$ cat src/wavetable_sine_oscillator_top_macros.svh
// Assertion macros for the wavetable sine oscillator.
// Assertions use the clk_i and rst_ni names of the including module.
`ifndef WAVETABLE_SINE_OSCILLATOR_TOP_MACROS_SVH
`define WAVETABLE_SINE_OSCILLATOR_TOP_MACROS_SVH

`ifndef SYNTH

// Same-cycle implication, disabled while reset is asserted.
`define WSO_ASSERT_IMP(label, ante, cons, msg) \
  label: assert property (@(posedge clk_i) disable iff (!rst_ni) (ante) |-> (cons)) \
    else $error(msg);

// Next-cycle implication, disabled while reset is asserted.
`define WSO_ASSERT_NXT(label, ante, cons, msg) \
  label: assert property (@(posedge clk_i) disable iff (!rst_ni) (ante) |=> (cons)) \
    else $error(msg);

`else

`define WSO_ASSERT_IMP(label, ante, cons, msg)
`define WSO_ASSERT_NXT(label, ante, cons, msg)

`endif

`endif

$ cat src/wso_pkg.sv
// Shared constants, types and the constant sine table of the oscillator.
// No dependencies; the design modules refer to this package by scoped names, the testbench imports it.
`timescale 1ns / 1ps

package wso_pkg;

  // Table and number formats.
  localparam int TABLE_DEPTH   = 1024;
  localparam int FRACTION_BITS = 16;
  localparam int SAMPLE_BITS   = 16;
  localparam int IDX_BITS      = $clog2(TABLE_DEPTH);
  localparam int QTR_BITS      = IDX_BITS - 2;
  localparam int QUARTER_DEPTH = TABLE_DEPTH / 4;
  localparam int MAG_BITS      = SAMPLE_BITS - 1;
  localparam int PHASE_BITS    = IDX_BITS + FRACTION_BITS;

  // Configuration registers.
  localparam int STEP_BITS     = 26;
  localparam int AMP_BITS      = 16;
  localparam int AMP_FRAC_BITS = 15;
  localparam logic [STEP_BITS-1:0] STEP_RESET = STEP_BITS'(1889645);
  localparam logic [AMP_BITS-1:0]  AMP_RESET  = '0;
  localparam int CFG_DATA_BITS = 32;
  localparam int PADDR_BITS    = 3;
  localparam int REG_SEL_BIT   = 2;
  localparam logic REG_PHASE_STEP = 1'b0;
  localparam logic REG_AMPLITUDE  = 1'b1;

  // Serial multiplier geometry.
  localparam int DIGIT_BITS   = 4;
  localparam int MUL_A_BITS   = SAMPLE_BITS + 1;
  localparam int MUL_B_BITS   = (FRACTION_BITS > AMP_BITS) ? FRACTION_BITS : AMP_BITS;
  localparam int MUL_DIGITS   = (MUL_B_BITS + DIGIT_BITS - 1) / DIGIT_BITS;
  localparam int MUL_B_PAD    = MUL_DIGITS * DIGIT_BITS;
  localparam int PROD_BITS    = MUL_A_BITS + MUL_B_PAD;
  localparam int PP_BITS      = MUL_A_BITS + DIGIT_BITS + 1;
  localparam int MUL_CNT_BITS = $clog2(MUL_DIGITS + 1);

  // Rounding and saturation constants on the product width.
  localparam logic signed [PROD_BITS-1:0] INTERP_HALF = PROD_BITS'(1) << (FRACTION_BITS - 1);
  localparam logic signed [PROD_BITS-1:0] GAIN_HALF   = PROD_BITS'(1) << (AMP_FRAC_BITS - 1);
  localparam logic signed [PROD_BITS-1:0] SAMPLE_MAX  = (PROD_BITS'(1) << (SAMPLE_BITS - 1))
                                                        - PROD_BITS'(1);
  localparam logic signed [PROD_BITS-1:0] SAMPLE_MIN  = ~SAMPLE_MAX;

  // Fixed-point angle constants used while building the table.
  localparam logic [63:0] ONE_Q30     = 64'd1 << 30;
  localparam logic [63:0] HALF_PI_Q30 = 64'd1686629713;

  // Register file contents handed to the datapath.
  typedef struct packed {
    logic [STEP_BITS-1:0] phase_step;
    logic [AMP_BITS-1:0]  amplitude;
  } wso_cfg_t;

  // Start request for the serial multiplier.
  typedef struct packed {
    logic                         start;
    logic signed [MUL_A_BITS-1:0] a;
    logic [MUL_B_PAD-1:0]         b;
  } mul_req_t;

  typedef logic [QUARTER_DEPTH-1:0][MAG_BITS-1:0] quarter_rom_t;

  // Q30 sine on the first quadrant, Taylor series through the x^17 term.
  function automatic logic [63:0] sin_q30(input logic [63:0] x);
    logic [63:0]        x2;
    logic [63:0]        term;
    logic signed [63:0] sum;
    x2   = (x * x) >> 30;
    term = x;
    sum  = $signed(x);
    term = ((term * x2) >> 30) / 64'd6;   sum = sum - $signed(term);
    term = ((term * x2) >> 30) / 64'd20;  sum = sum + $signed(term);
    term = ((term * x2) >> 30) / 64'd42;  sum = sum - $signed(term);
    term = ((term * x2) >> 30) / 64'd72;  sum = sum + $signed(term);
    term = ((term * x2) >> 30) / 64'd110; sum = sum - $signed(term);
    term = ((term * x2) >> 30) / 64'd156; sum = sum + $signed(term);
    term = ((term * x2) >> 30) / 64'd210; sum = sum - $signed(term);
    term = ((term * x2) >> 30) / 64'd272; sum = sum + $signed(term);
    if (sum < 0) begin
      sum = '0;
    end
    if (sum > $signed(ONE_Q30)) begin
      sum = $signed(ONE_Q30);
    end
    return $unsigned(sum);
  endfunction

  // Magnitude of table entry k for k in the first quadrant, peak included.
  function automatic logic [MAG_BITS-1:0] rom_mag(input int k);
    logic [63:0] t;
    logic [63:0] r;
    logic [63:0] quad;
    logic [63:0] full;
    logic [63:0] mag;
    t    = (64'(k) << 32) / TABLE_DEPTH;
    quad = (t >> 30) & 64'd3;
    r    = t & (ONE_Q30 - 64'd1);
    if (quad[0]) begin
      r = ONE_Q30 - r;
    end
    full = (64'd1 << MAG_BITS) - 64'd1;
    mag  = (sin_q30((r * HALF_PI_Q30) >> 30) * full + (64'd1 << 29)) >> 30;
    return mag[MAG_BITS-1:0];
  endfunction

  function automatic quarter_rom_t build_quarter();
    quarter_rom_t tbl;
    for (int k = 0; k < QUARTER_DEPTH; k++) begin
      tbl[k] = rom_mag(k);
    end
    return tbl;
  endfunction

  // Quarter-wave table, evaluated at elaboration.
  localparam quarter_rom_t QUARTER_ROM = build_quarter();
  localparam logic [MAG_BITS-1:0] PEAK_MAG = rom_mag(QUARTER_DEPTH);

  // Full-period table entry, folded onto the quarter-wave table.
  function automatic logic signed [SAMPLE_BITS-1:0] sine_at(input logic [IDX_BITS-1:0] idx);
    logic [1:0]                    quad;
    logic [QTR_BITS-1:0]           j;
    logic [QTR_BITS:0]             k;
    logic [MAG_BITS-1:0]           mag;
    logic signed [SAMPLE_BITS-1:0] sv;
    quad = idx[IDX_BITS-1 -: 2];
    j    = idx[QTR_BITS-1:0];
    k    = quad[0] ? ((QTR_BITS+1)'(QUARTER_DEPTH) - {1'b0, j}) : {1'b0, j};
    mag  = k[QTR_BITS] ? PEAK_MAG : QUARTER_ROM[k[QTR_BITS-1:0]];
    sv   = $signed({1'b0, mag});
    return quad[1] ? -sv : sv;
  endfunction

endpackage

$ cat src/wavetable_sine_oscillator_top.sv
// Sine oscillator with linear interpolation. One word in gives one word out.
// A word makes two passes through the shared 4-bit digit-serial multiplier, plus lookup,
// rounding and hand-off; no new word is accepted until the last one is in the output register.
// The result is held in an output register until the sink takes it.
// Reset clears the phase, sets the step to 1889645 and the amplitude to zero.
// The sine table is constant logic and needs no initialization pass.
`timescale 1ns / 1ps
`include "wavetable_sine_oscillator_top_macros.svh"

module wavetable_sine_oscillator_top (
  input  logic                                   clk_i,
  input  logic                                   rst_ni,
  input  logic                                   in_valid_i,
  output logic                                   in_ready_o,
  input  logic                                   last_frame_i,
  output logic                                   out_valid_o,
  input  logic                                   out_ready_i,
  output logic signed [wso_pkg::SAMPLE_BITS-1:0] sample_left_o,
  output logic signed [wso_pkg::SAMPLE_BITS-1:0] sample_right_o,
  output logic                                   end_of_block_o,
  input  logic                                   psel,
  input  logic                                   penable,
  input  logic                                   pwrite,
  input  logic [wso_pkg::PADDR_BITS-1:0]         paddr,
  input  logic [wso_pkg::CFG_DATA_BITS-1:0]      pwdata,
  output logic [wso_pkg::CFG_DATA_BITS-1:0]      prdata,
  output logic                                   pready
);

  localparam logic [1:0] S_IDLE = 2'd0;
  localparam logic [1:0] S_MUL1 = 2'd1;
  localparam logic [1:0] S_MUL2 = 2'd2;
  localparam logic [1:0] S_DONE = 2'd3;

  logic [1:0]                             state_q;
  logic [1:0]                             state_d;
  logic [wso_pkg::PHASE_BITS-1:0]         phase_q;
  logic [wso_pkg::PHASE_BITS-1:0]         phase_d;
  logic signed [wso_pkg::SAMPLE_BITS-1:0] y1_q;
  logic                                   last_q;
  logic signed [wso_pkg::SAMPLE_BITS-1:0] res_q;
  logic signed [wso_pkg::SAMPLE_BITS-1:0] out_sample_q;
  logic                                   out_eob_q;
  logic                                   out_valid_q;

  logic                                   in_accept;
  logic                                   out_free;
  wso_pkg::wso_cfg_t                      cfg;
  logic [wso_pkg::IDX_BITS-1:0]           idx;
  logic signed [wso_pkg::SAMPLE_BITS-1:0] y1;
  logic signed [wso_pkg::MUL_A_BITS-1:0]  diff;
  wso_pkg::mul_req_t                      mul_req;
  logic signed [wso_pkg::PROD_BITS-1:0]   prod;
  logic                                   mul_done;
  logic signed [wso_pkg::PROD_BITS-1:0]   rnd1;
  logic signed [wso_pkg::PROD_BITS-1:0]   shift1;
  logic signed [wso_pkg::MUL_A_BITS-1:0]  interp;
  logic signed [wso_pkg::PROD_BITS-1:0]   rnd2;
  logic signed [wso_pkg::PROD_BITS-1:0]   shift2;
  logic signed [wso_pkg::SAMPLE_BITS-1:0] gain_sat;

  // Configuration registers.
  wso_apb_regs u_regs (
    .clk_i   (clk_i),
    .rst_ni  (rst_ni),
    .psel    (psel),
    .penable (penable),
    .pwrite  (pwrite),
    .paddr   (paddr),
    .pwdata  (pwdata),
    .prdata  (prdata),
    .pready  (pready),
    .cfg_o   (cfg)
  );

  // Handshakes: one word in flight, the output register decouples the sink.
  assign in_ready_o = (state_q == S_IDLE);
  assign in_accept  = in_valid_i && in_ready_o;
  assign out_free   = !out_valid_q || out_ready_i;

  // Phase split into table index and interpolation fraction.
  assign idx     = phase_q[wso_pkg::PHASE_BITS-1 -: wso_pkg::IDX_BITS];
  assign phase_d = phase_q + wso_pkg::PHASE_BITS'(cfg.phase_step);

  wso_sine_lookup u_lookup (
    .idx_i  (idx),
    .y1_o   (y1),
    .diff_o (diff)
  );

  // Interpolation: y1 plus the rounded slope times fraction.
  assign rnd1   = prod + wso_pkg::INTERP_HALF;
  assign shift1 = rnd1 >>> wso_pkg::FRACTION_BITS;
  assign interp = wso_pkg::MUL_A_BITS'(shift1)
                + $signed({y1_q[wso_pkg::SAMPLE_BITS-1], y1_q});

  // Gain: rounded unsigned Q1.15 scaling, saturated to the sample range.
  assign rnd2   = prod + wso_pkg::GAIN_HALF;
  assign shift2 = rnd2 >>> wso_pkg::AMP_FRAC_BITS;
  always_comb begin
    if (shift2 > wso_pkg::SAMPLE_MAX) begin
      gain_sat = wso_pkg::SAMPLE_MAX[wso_pkg::SAMPLE_BITS-1:0];
    end else if (shift2 < wso_pkg::SAMPLE_MIN) begin
      gain_sat = wso_pkg::SAMPLE_MIN[wso_pkg::SAMPLE_BITS-1:0];
    end else begin
      gain_sat = shift2[wso_pkg::SAMPLE_BITS-1:0];
    end
  end

  // The shared multiplier runs slope times fraction, then sample times amplitude.
  always_comb begin
    mul_req.start = in_accept || ((state_q == S_MUL1) && mul_done);
    if (state_q == S_IDLE) begin
      mul_req.a = diff;
      mul_req.b = wso_pkg::MUL_B_PAD'(phase_q[wso_pkg::FRACTION_BITS-1:0]);
    end else begin
      mul_req.a = interp;
      mul_req.b = wso_pkg::MUL_B_PAD'(cfg.amplitude);
    end
  end

  wso_serial_mul u_mul (
    .clk_i  (clk_i),
    .rst_ni (rst_ni),
    .req_i  (mul_req),
    .prod_o (prod),
    .done_o (mul_done)
  );

  // Sequencer.
  always_comb begin
    state_d = state_q;
    case (state_q)
      S_IDLE: if (in_accept) state_d = S_MUL1;
      S_MUL1: if (mul_done) state_d = S_MUL2;
      S_MUL2: if (mul_done) state_d = S_DONE;
      S_DONE: if (out_free) state_d = S_IDLE;
      default: state_d = S_IDLE;
    endcase
  end

  // Control state: sequencer, phase accumulator and output valid.
  always_ff @(posedge clk_i or negedge rst_ni) begin
    if (!rst_ni) begin
      state_q     <= S_IDLE;
      phase_q     <= '0;
      out_valid_q <= 1'b0;
    end else begin
      state_q <= state_d;
      if (in_accept) begin
        phase_q <= phase_d;
      end
      if ((state_q == S_DONE) && out_free) begin
        out_valid_q <= 1'b1;
      end else if (out_ready_i) begin
        out_valid_q <= 1'b0;
      end
    end
  end

  // Datapath registers.
  always_ff @(posedge clk_i) begin
    if (in_accept) begin
      y1_q   <= y1;
      last_q <= last_frame_i;
    end
    if ((state_q == S_MUL2) && mul_done) begin
      res_q <= gain_sat;
    end
    if ((state_q == S_DONE) && out_free) begin
      out_sample_q <= res_q;
      out_eob_q    <= last_q;
    end
  end

  assign out_valid_o    = out_valid_q;
  assign sample_left_o  = out_sample_q;
  assign sample_right_o = out_sample_q;
  assign end_of_block_o = out_eob_q;

  // A finished product only shows up while the sequencer is waiting for one.
  `WSO_ASSERT_IMP(a_done_in_mul, mul_done, (state_q == S_MUL1) || (state_q == S_MUL2), "multiplier finished outside a multiply state")
  // The phase moves only when a word is accepted.
  `WSO_ASSERT_NXT(a_phase_hold, !in_accept, $stable(phase_q), "phase changed without an accepted word")
  // An accepted word starts the first multiply and blocks further input.
  `WSO_ASSERT_NXT(a_accept_mul1, in_accept, (state_q == S_MUL1) && !in_ready_o, "accepted word did not start the slope multiply")

endmodule

$ cat src/wso_apb_regs.sv
// APB-style register file holding the phase step and amplitude.
// Depends on wso_pkg for widths, reset values and register selects.
`timescale 1ns / 1ps

module wso_apb_regs (
  input  logic                               clk_i,
  input  logic                               rst_ni,
  input  logic                               psel,
  input  logic                               penable,
  input  logic                               pwrite,
  input  logic [wso_pkg::PADDR_BITS-1:0]     paddr,
  input  logic [wso_pkg::CFG_DATA_BITS-1:0]  pwdata,
  output logic [wso_pkg::CFG_DATA_BITS-1:0]  prdata,
  output logic                               pready,
  output wso_pkg::wso_cfg_t                  cfg_o
);

  logic                               wr_en;
  logic [wso_pkg::STEP_BITS-1:0]      phase_step_q;
  logic [wso_pkg::AMP_BITS-1:0]       amplitude_q;

  // A write lands in the access phase; the port never stalls.
  assign pready = 1'b1;
  assign wr_en  = psel && penable && pwrite;

  // Register storage; bits above each register's width are dropped.
  always_ff @(posedge clk_i or negedge rst_ni) begin
    if (!rst_ni) begin
      phase_step_q <= wso_pkg::STEP_RESET;
      amplitude_q  <= wso_pkg::AMP_RESET;
    end else if (wr_en) begin
      case (paddr[wso_pkg::REG_SEL_BIT])
        wso_pkg::REG_PHASE_STEP: phase_step_q <= pwdata[wso_pkg::STEP_BITS-1:0];
        wso_pkg::REG_AMPLITUDE:  amplitude_q  <= pwdata[wso_pkg::AMP_BITS-1:0];
        default: ;
      endcase
    end
  end

  // Read-back mux.
  always_comb begin
    case (paddr[wso_pkg::REG_SEL_BIT])
      wso_pkg::REG_PHASE_STEP: prdata = wso_pkg::CFG_DATA_BITS'(phase_step_q);
      wso_pkg::REG_AMPLITUDE:  prdata = wso_pkg::CFG_DATA_BITS'(amplitude_q);
      default:                 prdata = '0;
    endcase
  end

  assign cfg_o.phase_step = phase_step_q;
  assign cfg_o.amplitude  = amplitude_q;

endmodule

$ cat src/wso_sine_lookup.sv
// Sine table lookup: the entry at the phase index, and the step to the next entry.
// Depends on wso_pkg for the quarter-wave table and its folding function.
`timescale 1ns / 1ps

module wso_sine_lookup (
  input  logic [wso_pkg::IDX_BITS-1:0]           idx_i,
  output logic signed [wso_pkg::SAMPLE_BITS-1:0] y1_o,
  output logic signed [wso_pkg::MUL_A_BITS-1:0]  diff_o
);

  logic [wso_pkg::IDX_BITS-1:0]           nxt_idx;
  logic signed [wso_pkg::SAMPLE_BITS-1:0] y2;

  // The next index wraps naturally at the end of the table.
  assign nxt_idx = idx_i + wso_pkg::IDX_BITS'(1);

  assign y1_o = wso_pkg::sine_at(idx_i);
  assign y2   = wso_pkg::sine_at(nxt_idx);

  // Slope between neighbors, one bit wider than a sample.
  assign diff_o = $signed({y2[wso_pkg::SAMPLE_BITS-1], y2})
                - $signed({y1_o[wso_pkg::SAMPLE_BITS-1], y1_o});

endmodule

$ cat src/wso_serial_mul.sv
// Digit-serial signed-by-unsigned multiplier, one multiplier digit per cycle.
// Depends on wso_pkg for operand widths, digit size and the request struct.
`timescale 1ns / 1ps

module wso_serial_mul (
  input  logic                                 clk_i,
  input  logic                                 rst_ni,
  input  wso_pkg::mul_req_t                    req_i,
  output logic signed [wso_pkg::PROD_BITS-1:0] prod_o,
  output logic                                 done_o
);

  logic signed [wso_pkg::MUL_A_BITS-1:0] a_q;
  logic [wso_pkg::MUL_B_PAD-1:0]         b_q;
  logic signed [wso_pkg::PROD_BITS-1:0]  acc_q;
  logic signed [wso_pkg::PROD_BITS-1:0]  acc_d;
  logic [wso_pkg::MUL_CNT_BITS-1:0]      cnt_q;
  logic                                  done_q;
  logic                                  busy;
  logic [wso_pkg::DIGIT_BITS-1:0]        digit;
  logic signed [wso_pkg::PP_BITS-1:0]    pp;

  assign busy  = (cnt_q != '0);

  // Multiplier digits are consumed most significant first.
  assign digit = b_q[wso_pkg::MUL_B_PAD-1 -: wso_pkg::DIGIT_BITS];
  assign pp    = a_q * $signed({1'b0, digit});
  assign acc_d = (acc_q <<< wso_pkg::DIGIT_BITS) + wso_pkg::PROD_BITS'(pp);

  // Digit counter and completion pulse.
  always_ff @(posedge clk_i or negedge rst_ni) begin
    if (!rst_ni) begin
      cnt_q  <= '0;
      done_q <= 1'b0;
    end else begin
      done_q <= busy && (cnt_q == wso_pkg::MUL_CNT_BITS'(1));
      if (req_i.start) begin
        cnt_q <= wso_pkg::MUL_CNT_BITS'(wso_pkg::MUL_DIGITS);
      end else if (busy) begin
        cnt_q <= cnt_q - wso_pkg::MUL_CNT_BITS'(1);
      end
    end
  end

  // Operand shift register and accumulator.
  always_ff @(posedge clk_i) begin
    if (req_i.start) begin
      a_q   <= req_i.a;
      b_q   <= req_i.b;
      acc_q <= '0;
    end else if (busy) begin
      b_q   <= b_q << wso_pkg::DIGIT_BITS;
      acc_q <= acc_d;
    end
  end

  assign prod_o = acc_q;
  assign done_o = done_q;

endmodule

$ cat config.mk
export PLATFORM = sky130hd
export DESIGN_NAME = wavetable_sine_oscillator_top
export DESIGN_NICKNAME = d
export VERILOG_FILES = /design/src/wso_pkg.sv /design/src/wavetable_sine_oscillator_top.sv /design/src/wso_apb_regs.sv /design/src/wso_sine_lookup.sv /design/src/wso_serial_mul.sv
export VERILOG_INCLUDE_DIRS = /design/src /design/src/src
export SDC_FILE = /design/constraint.sdc
export NUM_CORES = 1
export LEC_CHECK = 0
export BUFFER_PORTS_ARGS = -buffer_cell sky130_fd_sc_hd__buf_4
export CAP_MARGIN = 20
export CORE_MARGIN = 2
export CORE_UTILIZATION = 31
export DETAILED_ROUTE_END_ITERATION = 10
export MAX_ROUTING_LAYER = met4
export PLACE_DENSITY = 0.56
export SYNTH_ARGS = -nofsm -noshare
export SYNTH_HDL_FRONTEND = slang
export SYNTH_HIERARCHICAL = 1
export SYNTH_SLANG_ARGS = --single-unit
$ cat constraint.sdc
create_clock -name clk_i -period 19.2 [get_ports clk_i]
set_input_delay 1.92 -clock clk_i [delete_from_list [all_inputs] [get_ports clk_i]]
set_output_delay 1.92 -clock clk_i [all_outputs]
set_load 0.01 [all_outputs]
== Word level (Yosys, flattened, before mapping) ==
Memories as Yosys holds them, arrays and structs flattened.
Cells that the tools add are included.

* Logic and storage cells: 82
* Register bits after elaboration: 191
* Input port bits: 43
* Memories kept: 2
* Memory bits (read-only): 7,680
* Output and inout port bits: 68

{| class="wikitable"
|+ Memory list
! memory !! words !! width !! rd ports !! clocked after memory_dff !! write ports !! line !! source
|-
| (name not given) || 256 || 15 || 1 || 0 || 0 || wso_pkg.sv:130 || <nowiki>mag = k[QTR_BITS] ? PEAK_MAG : QUARTER_ROM[k[QTR_BITS-1:0]];</nowiki>
|-
| (name not given) || 256 || 15 || 1 || 0 || 0 || wso_pkg.sv:130 ||
|}

* Bitwise logic cells: 1
* Magnitude comparators: 4
* $mul: 1
* Reductions and logical operators: 17
* Multiplexer cells: 22
* Equal/unequal tests: 8
* Add/subtract/negate cells: 12

{| class="wikitable"
|+ Operators by type and width
! kind !! count
|-
| $mux 16 || 5
|-
| $pmux 32 s2 || 1
|-
| $mux 15 || 4
|-
| $add 33x16->33 const B || 1
|-
| $add 33x17->33 const B || 1
|-
| $add 33x22->33 || 1
|-
| $mux 33 || 1
|-
| $neg 15->16 || 2
|-
| $add 26x26->26 || 1
|-
| $mul 17x5->22 || 1
|-
| $gt 18x16->1 const B || 1
|-
| $lt 18x16->1 const B || 1
|-
| $lt 8x9->1 const B || 2
|-
| $mux 9 || 2
|-
| $sub 9x8->9 const A || 2
|-
| $add 17x16->17 || 1
|-
| $sub 16x16->17 || 1
|-
| $add 10x1->10 const B || 1
|-
| $mux 2 || 4
|-
| $pmux 2 s4 || 1
|-
| $logic_and 1x1->1 || 7
|-
| $mux 3 || 2
|-
| $ne 2x1->1 const B || 3
|-
| $eq 2x2->1 const B || 2
|-
| other kinds (13) || 17
|}

== Longest topological paths before layout ==
* Depth in word-level cells: 11
* Depth in mapped cells: 40
* Mapped depth without buffers: 34

== Modules after synthesis ==
Netlist, hierarchy kept.

{| class="wikitable"
|+ By module, submodules not included
! module !! cells an instance !! area an instance (sq um) !! sequential area each (sq um) !! instances
|-
| wso_sine_lookup || 1,921 || 12,316.8 || 0.0 || 1
|-
| wso_serial_mul || 713 || 6,740.2 || 1,751.7 || 1
|-
| wavetable_sine_oscillator_top || 629 || 5,998.3 || 2,227.1 || 1
|-
| wso_apb_regs || 127 || 2,010.7 || 1,067.3 || 1
|}

== Least setup slack after synthesis ==
No wires, ideal clock.

* Path kind: flip-flop to flip-flop
* Start point: reg phase_q[16] (netlist name)
* End point: reg u_mul/a_q[15] (netlist name), data pin
* Setup time: 0.264 ns
* Path slack: 12.069 ns
* Period minus slack after synthesis: 7.131 ns
* Path buffers: 5
* Data arrival time: 6.867 ns
* Stages on the path, launching flop included: 35
* Path through: dfrtp_1 -> buf_2 -> buf_2 -> inv_1 -> clkbuf_1 -> ha_1 -> mux2_4 -> inv_2 -> ha_1 -> clkbuf_1 -> clkbuf_1 -> o21ai_0 -> a2111oi_0 -> a211o_1 -> a221oi_1 -> a21oi_1 -> or2_1 -> inv_1 -> ha_1 -> mux2i_1 -> ha_1 -> nor2b_1 -> o21ai_0 -> a21boi_0 -> o21ai_0 -> a21boi_0 -> o21ai_0 -> a21boi_0 -> o21ai_0 -> a21oi_1 -> a2111oi_0 -> o21bai_1 -> xnor2_1 -> nand2_1 -> o21ai_1

{| class="wikitable"
|+ RTL lines
! item !! line !! source
|-
| start: declaration || wavetable_sine_oscillator_top.sv:37 || <nowiki>logic [wso_pkg::PHASE_BITS-1:0] phase_q;</nowiki>
|-
| start signal: assignment || wavetable_sine_oscillator_top.sv:151 || <nowiki>phase_q <= phase_d;</nowiki>
|-
| end signal: assignment || wso_serial_mul.sv:48 || <nowiki>a_q <= req_i.a;</nowiki>
|-
| end: declaration || wso_serial_mul.sv:13 || <nowiki>logic signed [wso_pkg::MUL_A_BITS-1:0] a_q;</nowiki>
|}

==> results.toml <==
[cts]
cts-root-buf = "clkbuf_16"
cts_buffer_depth = 2
path_clk_slew_ns = 0.08
clk_latency_ns = 0.49
cts_tree = "yes"
htreeDepth = 4
post_cts_buffers = 0
post_cts_resized = 0
clkSinkCount = 191
cts_inserted_buffers = 17
postCtsHoldBufs = 0

[route]
drt_iter0_drc = 3036
wirelength_um = 104000
first_pass_iters = 8
vias = 26700
viasPerCell = 5.98
postRouteAntennaNets = 0
wl_per_cell_um = 23.2
drc = 0

[finish]
syn2layout_area_growth_pct = 7.23
nets = 3591
drive_above_1_share_pct = 13.0
diodes = 0

[timing]
finalHoldViolCount = 0
final.setup_skew_ns = 0.0203
rsz0062_at_grt = "false"
fin_crit_ns = 9.31
slew_headroom_pct = 19.9
tightest_slew_ns = 1.17
setup_viol_count_final = 0
fmax_ghz = 0.107
slew_viol_final = 0
setup_tns_ns = 0
min_period_over_period_pct = 48.5

[die]
rows = 108
die_h_um = 299
die-area_um2 = 89700
core_um2 = 86600
die_w_um = 299
initial_core_util_pct = 31.2
ios = 111

[yosys]
synthSimpleGateAreaFrac_pct = 19.1
yosys.cell_count.top_type = "nand2_1"
async_flop_share_pct = 39.3
synth.avg_cell_area_um2 = 7.98
synth_cell_type_count = 132
synth_edf_count = 83
synth_compound_area_share_pct = 27.9
ys_warn_count = 6
synth_top_family_by_area = "compound AO/OA/AOI/OAI gates"
muxShareOfSynthArea_pct = 6.22
synth_xor_xnor_area_share_pct = 5.46
synthFlopType = "edfxtp_1"
synth_area_leader_cell = "edfxtp_1"
yosysSeqAreaShare_pct = 18.6
syn_area_um2 = 27100
synth_top_area_share_pct = 9.21
synth_cells = 3390
ys_top_cells_by_count = "nand2_1, nor2_1, o21ai_0"
synth_area_leaders = "edfxtp_1, ha_1, dfrtp_1, fa_1, nand2_1"
synthAdderAreaFrac_pct = 13.7
ys_ff_latch = 191

[worst_hold_path]
holdCritPathClass = "register to register"

[setup_path]
crit_path_max_incr_delay_ns = 0.71
cp_common_cell = "o21ai_0"
cp.arrival_ns = 9.51
critPathSlowestCell = "dfrtp_4"
cp_max_fo = 57
worstPathRequired_ns = 19.40
end_kind = "register"
start_kind = "register"
crit_type = "register to register"

[global_routing]
grt_first_pass_wirelength_um = 159000
track_usage_pct = 23.3
overflow = 0
grt_max_degree = 69
grt_pass1_vias = 25500
antenna_found_initial = 0

[placed_design]
port_buffers = 95
dp_hpwl_um = 74900
gp_congestion = 1.02

[outcome]
status = "finished, final reports clean"

[run]
cap_violations = 0
-- final cells by class --
cell class                      instances  area [um^2]
Fill cell                            9100        57600
Multi-Input combinational cell       2690        19700
Sequential cell                       191         5050
Tap cell                             1155         1450
Timing Repair Buffer                  168         1300
Inverter                              230          866
Clock buffer                           19          475
Clock inverter                         13          185
-- flip-flops by register name, summed over array words and instances (netlist names), 2 cells and up --
signal               count
u_mul/b_q               16
u_mul/cnt_q              3
u_regs/phase_step_q     26
u_mul/prod_o            33
u_regs/amplitude_q      16
y1_q                    16
u_mul/a_q               17
sample_left_o           16
phase_q                 26
res_q                   16
state_q                  2
-- logic make-up (layout without fill, tap and decap cells) --
| kind of cell | Yosys count | count (layout) |
|---|---|---|
| AO/OA/AOI/OAI | 1095 | 1095 |
| AND/OR/NAND/NOR | 1043 | 1043 |
| buffers and inverters | 514 | 430 |
| adder cells (fa/ha/maj) | 251 | 251 |
| flip-flops | 191 | 191 |
| XOR/XNOR | 161 | 161 |
| multiplexers | 133 | 133 |
| other | 2 | 7 |
-- placed cells by master (no fill, tap or decap), drive strengths merged, types with 55 or more instances in the layout --
master  netlist  routed
nand3       104     104
edfxtp       83      83
a21oi       218     218
and2         71      71
o21ai       252     252
nor3         86      86
mux2         95      95
dfrtp        62      62
ha          173     173
buf         201     168
nor2        265     265
a211oi       87      87
a21o         55      55
fa           77      77
nand2       304     304
xor2         55      55
xnor2       104     104
inv         225     230
-- worst max-delay path, delay by kind of cell (launching register included) --
kind	cells	cell delay, ns
buffers and inverters	6	2.03
AND/OR/NAND/NOR	9	1.82
AO/OA/AOI/OAI	14	2.99
XOR/XNOR	1	0.14
adder cells (fa/ha/maj)	3	1.19
flip-flops	1	0.71
-- metrics by stage --
| step | utilization (%) | hold slack [ns] | setup WS, ns | instances | instance area [um^2] |
|---|---|---|---|---|---|
| 6_report | 33.5 | 0.422 | 9.89 | 4466 | 29000 |
| 5_1_grt | 33.5 | 0.438 | 9.30 | 4466 | 29000 |
| 3_5_place_dp | 32.7 | 0.407 | 10.15 | 4433 | 28300 |
| 3_3_place_gp | 32.7 | 0.401 | 10.07 | 4431 | 28300 |
| 2_1_floorplan | - | 0.400 | 12.07 | 3395 | 27100 |
| 4_1_cts | 33.5 | 0.424 | 10.08 | 4465 | 29000 |
-- layer usage --
layer | track usage [%] | share of wire (%) | routed length [um] | vias up
li1 | - | - | - | 12300
met3 | 4.58 | 8.7 | 8990 | 281
met5 | - | 0 | 0 | -
met1 | 30.8 | 43 | 44700 | 12800
met4 | 8.82 | 4.0 | 4190 | 0
met2 | 35.0 | 44 | 45900 | 1322
-- path summary, 6_finish.rpt --
check / slack (ns) / from / cells past startpoint / to
max reg2reg: 9.89 / phase_q[16]$_DFFE_PN0P_ / 33 / u_mul/a_q[15]$_DFFE_PP_
min in group asynchronous: 1.23 / rst_ni / 1 / u_regs/amplitude_q[12]$_DFFE_PN0P_
max: 9.89 / phase_q[16]$_DFFE_PN0P_ / 33 / u_mul/a_q[15]$_DFFE_PP_
min reg2reg: 0.42 / res_q[1]$_SDFFCE_PN1P_ / 0 / sample_left_o[1]$_DFFE_PP_
min: 0.42 / res_q[1]$_SDFFCE_PN1P_ / 0 / sample_left_o[1]$_DFFE_PP_
max in group asynchronous: 16.82 / rst_ni / 2 / phase_q[16]$_DFFE_PN0P_
Power is not shown: default switching activity piles up to over one toggle a cycle in this logic, so the estimate is an artifact.
